`config.mk`:
```
export PLATFORM = sky130hd
export DESIGN_NAME = per_thread_lru_slot_table_core
export DESIGN_NICKNAME = d
export VERILOG_FILES = /design/src/sv/ptlru_pkg.sv /design/src/sv/ptlru_ram.sv /design/src/sv/per_thread_lru_slot_table_core.sv
export SDC_FILE = /design/constraint.sdc
export NUM_CORES = 1
export LEC_CHECK = 0
export BUFFER_PORTS_ARGS = -buffer_cell sky130_fd_sc_hd__buf_2
export CAP_MARGIN = 25
export CORE_MARGIN = 4
export CORE_UTILIZATION = 52
export CTS_CLUSTER_DIAMETER = 150
export DETAILED_ROUTE_END_ITERATION = 8
export PLACE_DENSITY = 0.73
export SYNTH_ARGS = -nofsm -noshare
export SYNTH_HDL_FRONTEND = slang
export SYNTH_SLANG_ARGS = --single-unit
```
`constraint.sdc`:
```
create_clock -name i_clk -period 10.1 [get_ports i_clk]
set_input_delay 2.02 -clock i_clk [delete_from_list [all_inputs] [get_ports i_clk]]
set_output_delay 2.02 -clock i_clk [all_outputs]
set_load 0.005 [all_outputs]
```
`src/sv/ptlru_pkg.sv`:
```
// Shared constants and types for the per-thread LRU slot table.
`default_nettype none

package ptlru_pkg;

    // Width of a requester (thread) identifier.
    localparam int ID_W = 31;

    // Width of the slot index field on the result channel.
    localparam int IDX_W = 4;

    // Default number of table slots.
    localparam int SLOTS_DEF = 10;

    // Requester identifier type.
    typedef logic [ID_W-1:0] t_id;

endpackage : ptlru_pkg

`default_nettype wire

```
`src/sv/ptlru_ram.sv`:
```
// Generic single-write, single-read RAM with a registered read port.
`default_nettype none

module ptlru_ram #(
    parameter int WIDTH = 8,
    parameter int DEPTH = 16
) (
    input  wire logic                     i_clk,
    input  wire logic                     i_we,
    input  wire logic [$clog2(DEPTH)-1:0] i_waddr,
    input  wire logic [WIDTH-1:0]         i_wdata,
    input  wire logic [$clog2(DEPTH)-1:0] i_raddr,
    output logic      [WIDTH-1:0]         o_rdata
);

    logic [WIDTH-1:0] r_mem [DEPTH];
    logic [WIDTH-1:0] r_rdata;

    // Write port and registered read port.
    always_ff @(posedge i_clk) begin
        if (i_we) begin
            r_mem[i_waddr] <= i_wdata;
        end
        r_rdata <= r_mem[i_raddr];
    end

    assign o_rdata = r_rdata;

endmodule : ptlru_ram

`default_nettype wire

```
`src/sv/per_thread_lru_slot_table_core.sv`:
```
// Top level of the per-thread LRU slot table: sequencer, recency ages and owner RAM.
//
// A request transaction carries a requester id on i_requester_id under
// i_req_valid / o_req_ready. Each request gives exactly one response
// transaction on o_slot_index, o_hit and o_evicted under o_rsp_valid /
// i_rsp_ready, in request order.
// The owner ids live in a RAM and are searched one slot at a time by a
// single comparator: the read state issues the read, the compare state
// compares the data and checks whether that slot is the least recently
// used one. A hit ends the search early, and when the table is empty the
// search is skipped. The block accepts a new request once the previous one
// has passed its update step.
// Recency is held as one age per slot (0 = most recently used), updated for
// all slots in parallel in the update step.
// After reset no slot is in use; the owner RAM needs no clearing pass.
// When the receiver stalls, the response is held in the output register;
// the next request may be searched meanwhile but waits before its update.
`default_nettype none

module per_thread_lru_slot_table_core #(
    parameter int SLOTS = ptlru_pkg::SLOTS_DEF
) (
    input  wire logic                       i_clk,
    input  wire logic                       i_rst_n,
    input  wire logic                       i_req_valid,
    output logic                            o_req_ready,
    input  wire logic [ptlru_pkg::ID_W-1:0] i_requester_id,
    output logic                            o_rsp_valid,
    input  wire logic                       i_rsp_ready,
    output logic [ptlru_pkg::IDX_W-1:0]     o_slot_index,
    output logic                            o_hit,
    output logic                            o_evicted
);

    import ptlru_pkg::*;

    localparam int SLOT_W = $clog2(SLOTS);
    localparam int CNT_W  = $clog2(SLOTS + 1);

    localparam logic [CNT_W-1:0]  FULL_CNT = CNT_W'(SLOTS);
    localparam logic [SLOT_W-1:0] LRU_AGE  = SLOT_W'(SLOTS - 1);

    // Sequencer state codes.
    localparam logic [1:0] ST_IDLE = 2'd0;
    localparam logic [1:0] ST_RD   = 2'd1;
    localparam logic [1:0] ST_CMP  = 2'd2;
    localparam logic [1:0] ST_UPD  = 2'd3;

    logic [1:0]        r_state, n_state;
    logic [CNT_W-1:0]  r_used, n_used;
    logic [SLOT_W-1:0] r_scan, n_scan;
    logic [SLOT_W-1:0] r_victim, n_victim;
    logic [SLOT_W-1:0] r_hit_slot, n_hit_slot;
    logic [SLOT_W-1:0] r_hit_age, n_hit_age;
    logic              r_found, n_found;
    t_id               r_id, n_id;
    logic [SLOT_W-1:0] r_age [SLOTS];

    logic              r_out_valid, n_out_valid;
    logic [SLOT_W-1:0] r_out_slot, n_out_slot;
    logic              r_out_hit, n_out_hit;
    logic              r_out_evict, n_out_evict;

    t_id               ram_rdata;
    logic              ram_we;
    logic [SLOT_W-1:0] ram_waddr;

    logic              upd_go;
    logic              is_full;
    logic [SLOT_W-1:0] upd_slot;
    logic [CNT_W-1:0]  upd_ref;
    logic              last_scan;

    // Owner id storage.
    ptlru_ram #(
        .WIDTH (ID_W),
        .DEPTH (SLOTS)
    ) u_owner_ram (
        .i_clk   (i_clk),
        .i_we    (ram_we),
        .i_waddr (ram_waddr),
        .i_wdata (r_id),
        .i_raddr (r_scan),
        .o_rdata (ram_rdata)
    );

    assign is_full   = (r_used == FULL_CNT);
    assign last_scan = ((CNT_W'(r_scan) + CNT_W'(1)) == r_used);
    assign upd_go    = (r_state == ST_UPD) && (!r_out_valid || i_rsp_ready);

    // Slot taken and age threshold for the update step: on a hit only younger
    // slots age, on a fill every used slot ages, on an eviction all others age.
    always_comb begin
        if (r_found) begin
            upd_slot = r_hit_slot;
            upd_ref  = CNT_W'(r_hit_age);
        end else if (!is_full) begin
            upd_slot = SLOT_W'(r_used);
            upd_ref  = FULL_CNT;
        end else begin
            upd_slot = r_victim;
            upd_ref  = CNT_W'(LRU_AGE);
        end
    end

    assign ram_we    = upd_go && !r_found;
    assign ram_waddr = upd_slot;

    // Sequencer next-state logic.
    always_comb begin
        n_state     = r_state;
        n_used      = r_used;
        n_scan      = r_scan;
        n_victim    = r_victim;
        n_hit_slot  = r_hit_slot;
        n_hit_age   = r_hit_age;
        n_found     = r_found;
        n_id        = r_id;
        n_out_valid = r_out_valid && !i_rsp_ready;
        n_out_slot  = r_out_slot;
        n_out_hit   = r_out_hit;
        n_out_evict = r_out_evict;
        case (r_state)
            ST_IDLE: begin
                if (i_req_valid) begin
                    n_id    = i_requester_id;
                    n_scan  = '0;
                    n_found = 1'b0;
                    n_state = (r_used == '0) ? ST_UPD : ST_RD;
                end
            end
            ST_RD: begin
                n_state = ST_CMP;
            end
            ST_CMP: begin
                if (r_age[r_scan] == LRU_AGE) begin
                    n_victim = r_scan;
                end
                if (ram_rdata == r_id) begin
                    n_found    = 1'b1;
                    n_hit_slot = r_scan;
                    n_hit_age  = r_age[r_scan];
                    n_state    = ST_UPD;
                end else if (last_scan) begin
                    n_state = ST_UPD;
                end else begin
                    n_scan  = r_scan + SLOT_W'(1);
                    n_state = ST_RD;
                end
            end
            ST_UPD: begin
                if (upd_go) begin
                    n_out_valid = 1'b1;
                    n_out_slot  = upd_slot;
                    n_out_hit   = r_found;
                    n_out_evict = !r_found && is_full;
                    if (!r_found && !is_full) begin
                        n_used = r_used + CNT_W'(1);
                    end
                    n_state = ST_IDLE;
                end
            end
            default: begin
                n_state = ST_IDLE;
            end
        endcase
    end

    // Control registers.
    always_ff @(posedge i_clk) begin
        if (!i_rst_n) begin
            r_state     <= ST_IDLE;
            r_used      <= '0;
            r_out_valid <= 1'b0;
        end else begin
            r_state     <= n_state;
            r_used      <= n_used;
            r_out_valid <= n_out_valid;
        end
    end

    // Working and response payload registers.
    always_ff @(posedge i_clk) begin
        r_scan      <= n_scan;
        r_victim    <= n_victim;
        r_hit_slot  <= n_hit_slot;
        r_hit_age   <= n_hit_age;
        r_found     <= n_found;
        r_id        <= n_id;
        r_out_slot  <= n_out_slot;
        r_out_hit   <= n_out_hit;
        r_out_evict <= n_out_evict;
    end

    // Recency ages: the taken slot becomes youngest, used slots below the
    // threshold grow one older.
    for (genvar k = 0; k < SLOTS; k++) begin : g_age
        always_ff @(posedge i_clk) begin
            if (upd_go) begin
                if (upd_slot == SLOT_W'(k)) begin
                    r_age[k] <= '0;
                end else if ((CNT_W'(k) < r_used) && (CNT_W'(r_age[k]) < upd_ref)) begin
                    r_age[k] <= r_age[k] + SLOT_W'(1);
                end
            end
        end
    end

    assign o_req_ready  = (r_state == ST_IDLE);
    assign o_rsp_valid  = r_out_valid;
    assign o_slot_index = IDX_W'(r_out_slot);
    assign o_hit        = r_out_hit;
    assign o_evicted    = r_out_evict;

    // The fill count never passes the table size.
    a_used_bound: assert property (@(posedge i_clk) disable iff (!i_rst_n)
        r_used <= FULL_CNT)
        else $error("slot fill count exceeds table size");

    // A response is never both a hit and an eviction.
    a_hit_no_evict: assert property (@(posedge i_clk) disable iff (!i_rst_n)
        o_rsp_valid |-> !(o_hit && o_evicted))
        else $error("response flags both hit and eviction");

    // An eviction is only issued when every slot is in use.
    a_evict_full: assert property (@(posedge i_clk) disable iff (!i_rst_n)
        (o_rsp_valid && o_evicted) |-> is_full)
        else $error("eviction issued while a slot is still free");

    // The search never looks past the slots in use.
    a_scan_bound: assert property (@(posedge i_clk) disable iff (!i_rst_n)
        (r_state == ST_CMP) |-> (CNT_W'(r_scan) < r_used))
        else $error("search index beyond slots in use");

    // A fill increments the count by exactly one.
    a_fill_count: assert property (@(posedge i_clk) disable iff (!i_rst_n)
        (upd_go && !r_found && !is_full) |=> (r_used == $past(r_used) + CNT_W'(1)))
        else $error("fill did not advance slot count");

endmodule : per_thread_lru_slot_table_core

`default_nettype wire

```
# Word-level counts from Yosys, hierarchy flattened
# Memory sizes are Yosys's and may differ from the RTL's. A register that Yosys moved wholly into a read port is not among the register bits.
# Index checks and enable logic that the tools add are counted.
# classes
reduce_logical	32
n_bitwise	10
muxes	102
order_cmp	20
eq_ne	21
addsub	12
# op_table
cell	count
$mux W1	76
$mux W4	17
$add A4 B1 Y4 const B	12
$lt A4 B4 Y1	10
$eq A31 B31 Y1	1
$eq A4 B3 Y1 const B	4
$eq A4 B4 Y1 const B	4
$lt A3 B4 Y1 const A	4
$logic_and A1 B1 Y1	15
$mux W2	6
$ne A2 B2 Y1 const B	5
$or A1 B1 Y1	10
$reduce_and A2 Y1	5
$eq A4 B2 Y1 const B	2
$logic_not A4 Y1	2
$lt A1 B4 Y1 const A	2
$lt A2 B4 Y1 const A	2
$lt A4 B4 Y1 const A	2
$pmux W2 S4	1
$pmux W4 S2	1
$reduce_and A3 Y1	2
$eq A2 B2 Y1 const B	2
$eq A4 B1 Y1 const B	1
$eq A4 B4 Y1	1
other kinds (7)	10
# word_totals
ramBits	350
n_memories	2
regBits	61
word_cells	211
inputBits	35
output_inout_bits	8
# mem_list
name	depth	width	rd	rd_clocked_by_memory_dff	wr	line_no	rtl
u_owner_ram.r_mem	10	31	1	1	1	ptlru_ram.sv:16	logic [WIDTH-1:0] r_mem [DEPTH];
r_age	10	4	11	1	10	per_thread_lru_slot_table_core.sv:57	logic [SLOT_W-1:0] r_age [SLOTS];

# Longest topological paths before layout
# logic_depth
depth_word	10
ltp_mapped	10

# Cells and area by module
# From an unflattened synthesis, not the netlist that was laid out.
# hier_totals
cells_unflattened	1136
area_unflattened_um2	18536.5
# modules_own_cells
mod	area_each_um2	instances	cells_each
ptlru_ram	12769.7	1	676
per_thread_lru_slot_table_core	5766.8	1	460

# Least setup slack after synthesis
# OpenSTA, ideal clock, no wires.
# synth_timing
path_kind	input to register
start	in i_rsp_ready
end	mem u_owner_ram.r_mem[8][0] (netlist name) (enable)
n_path_buf	1
required_ps	9603
cell_stages	4
arrival_time_ps	5603
path_slack_ps	4000
path_cell_list	nand2b_1 > nand3_1 > clkbuf_1 > nor4_1
# synth_between
elab_chain_cells	5
# synth_lines
element	line_no	rtl
start, declared	per_thread_lru_slot_table_core.sv:29	input wire logic i_rsp_ready,
$logic_or A1 B1 Y1	per_thread_lru_slot_table_core.sv:89	assign upd_go = (r_state == ST_UPD) && (!r_out_valid || i_rsp_ready);
$logic_and A1 B1 Y1	per_thread_lru_slot_table_core.sv:89	
$logic_and A1 B1 Y1	per_thread_lru_slot_table_core.sv:106	assign ram_we = upd_go && !r_found;
$mux W1	ptlru_ram.sv:21	if (i_we) begin
$mux W1 (not written as such)	ptlru_ram.sv:22	r_mem[i_waddr] <= i_wdata;
end, declared	ptlru_ram.sv:16	
# No other way between the ends.

==> flow_summary_export.csv <==
group,metric,value,unit
yosys,synth_top_family_by_area,"multiplexers",
cts,cts_root_buffer,"clkbuf_16",
worst_setup_path,crit_type,"in2reg",
route,routed_wl,35200,um
worst_setup_path,path_max_fanout,14,
yosys,syn_nets,1123,
worst_setup_path,crit_required,10.31,ns
finish,n_antenna_cell,0,
yosys,syn_area,0.0182,mm^2
power,power.density,202,mW/mm^2
global_routing,gr-total-overflow,0,
timing,worst_pin_slew,1.02,ns
yosys,yosysUniqueCellTypes,59,
power,p_leak,6.74,nW
finish,final_common_cell,"edfxtp_1",
yosys,synthCells,1044,
worst_setup_path,arrival,4.38,ns
route,drt_iter0_markers,816,
timing,finalSetupViolCount,0,
global_routing,grt_max_degree,68,
route,drcViolationCount,0,
floorplanning,coreArea,0.0345,mm^2
finish,area_delta_synth_final,13.6,%
power,peakVddDrop,0.160,mV
yosys,syn_area_per_cell,17.4,um^2
min_path,hold_path_class,"reg2reg",
floorplanning,dieArea,0.0381,mm^2
yosys,synth.mux.area_fraction,10.8,%
route,via_per_inst,5.82,
yosys,synth_edf_count,404,
timing,drv_slew,0,
yosys,synth-seq-cells,446,
global_routing,grt_pass1_vias,9219,
finish,final_cell_mix,"edfxtp_1, mux4_2, nor2_1, xnor2_1",
cts,clkSlewWorstSetupHoldPaths,0.06,ns
timing,tns,0,ns
timing,worst_slack,5.92,ns
worst_setup_path,start_kind,"input port",
run,drv_cap,0,
yosys,synth-compound-area-share,5.24,%
timing,relSlewSlack,31.9,%
timing,grt_setup_unrepaired,"false",
timing,finalCriticalPeriod,4.18,ns
yosys,synthAdderAreaFrac,3.02,%
global_routing,antenna_found_initial,0,
route,ant_nets,0,
finish,drive_above_1_share,20.4,%
floorplanning,dieWidth,195,um
run_status,status,"complete, no violations",
yosys,synth-simple-area-share,5.21,%
timing,hold_viol,0,
timing,min_period_over_period,41.3,%
floorplanning,rows,68,
yosys,synth_xor_area_share,2.93,%
cts,cts_tree,"done",
route,vias,9311,
cts,cts_resized,0,
place,numPortBuffers,42,
timing,finalClockSkew,0.0179,ns
floorplanning,dieHeight,195,um
timing,fmax,239,MHz
yosys,synthArstFlopShare,0,%
finish,fin_nets,1187,
global_routing,track_usage,18.5,%
floorplanning,start_util,52.7,%
yosys,ys.flop_type,"edfxtp_1",
cts,cts.sinks,446,
floorplanning,ioPinCount,43,
yosys,ys_seq_area_share,71.2,%
cts,cts_made_buffers,45,
cts,clockBufferDepth,3,
route,dr.pass1.iters,5,
route,wl_per_cell,22.0,um
place,pre_cts_ws,5.28,ns
place,gp_congestion,0.832,
cts,holdBufCountCts,0,
cts,cts_setup_buffers,0,
worst_setup_path,endpoint_kind,"flip-flop",
cts,cts-htree-levels,2,
cts,clock_latency,0.55,ns
place,dp_hpwl,20500,um
global_routing,grt_pass1_wl,54700,um
yosys,synth.yosys.warnings,0,
==> area by class of cell <==
class                   count  area [um^2]
fillers                  2500        13900
clock buffers              53         1200
clock inverters            30          323
inverters                  20         75.1
well taps                 455          569
multi-input cells         536         5030
flip-flops and latches    446        13000
repair buffers             59          510
==> metrics by stage <==
step | area [um^2] | utilization (%) | power (mW) | std cells | hold WS, ns
after floorplan | 18200 | - | 2.42 | 1044 | 0.451
after global placement | 18900 | 54.8 | 2.52 | 1507 | 0.513
after CTS | 20500 | 59.3 | 4.20 | 1591 | 0.536
final | 20700 | 59.9 | 4.17 | 1599 | 0.531
after detailed placement | 18900 | 54.9 | 2.53 | 1508 | 0.521
after global routing | 20700 | 59.9 | 4.32 | 1599 | 0.557
==> power breakdown <==
| part | total (mW) | switching, mW | internal, mW |
|---|---|---|---|
| sequential | 2.14 | 0.0607 | 2.08 |
| combinational | 0.355 | 0.187 | 0.168 |
| clock | 1.68 | 0.677 | 1.00 |
==> per-layer routing <==
layer | up-vias | part of all wire (%) | global-route usage [%]
met2 | 287 | 48 | 28.7
met3 | 47 | 6.2 | 3.23
met4 | 0 | 1.9 | 4.81
li1 | 4235 | - | -
met1 | 4742 | 44 | 27.6
met5 | - | 0 | 0
==> logic make-up after synthesis <==
group | count (synthesis)
flops | 446
simple gates | 181
compound gates | 141
mux | 109
buf+inv | 62
xor+xnor | 61
fa+ha+maj | 44
==> Yosys cell counts, types with 3 or more instances <==
library cell	instances	area share [%]
nand2_1	18	0.37
and2_1	9	0.31
mux2i_1	36	2.0
inv_1	17	0.35
o21ai_1	7	0.19
mux2_2	3	0.19
o21ai_0	19	0.52
o211ai_1	3	0.12
dfxtp_1	42	4.6
nor3_1	10	0.27
buf_1	3	0.062
nand2b_1	6	0.21
nand4_1	9	0.31
nor2_1	59	1.2
o211ai_2	4	0.27
ha_1	44	3.0
a211oi_1	37	1.5
a21oi_1	46	1.3
or2_2	3	0.10
xor2_1	13	0.63
inv_2	3	0.062
buf_2	13	0.36
xnor2_1	48	2.3
buf_4	4	0.16
clkbuf_1	20	0.41
mux4_2	70	8.7
nand3_1	16	0.44
a21o_1	4	0.16
edfxtp_1	404	67
nor2b_1	39	1.3
==> final timing paths <==
path | start | end | slack (ns) | cells after the start
worst max-delay path | i_rsp_ready | r_age[9][0] | 5.92 | 8
worst min-delay path | u_owner_ram.r_mem[8][12] | u_owner_ram.o_rdata[12] | 0.53 | 2
worst max register to register | r_found | r_age[3][2] | 6.62 | 6
worst min register to register | u_owner_ram.r_mem[8][12] | u_owner_ram.o_rdata[12] | 0.53 | 2
==> sequential cells by signal, summed over array words and instances, names as in the netlist, 2 cells and up, named ones only <==
signal and count:
r_hit_age 4, u_owner_ram.o_rdata 31, r_victim 4, r_used 4, u_owner_ram.r_mem 310, o_slot_index 4
r_scan 4, r_age 40, r_id 31, r_state 2, r_hit_slot 4
==> worst max-delay path, stage by stage <==
cell and delay (ns):
buf_2 0.07, nand2b_1 0.16, nand3_1 0.53, inv_1 0.50
nand2_1 0.21, a2111oi_0 0.41, nand3_1 0.22, o21ai_1 0.24
Power figures use the tool's default switching activity.
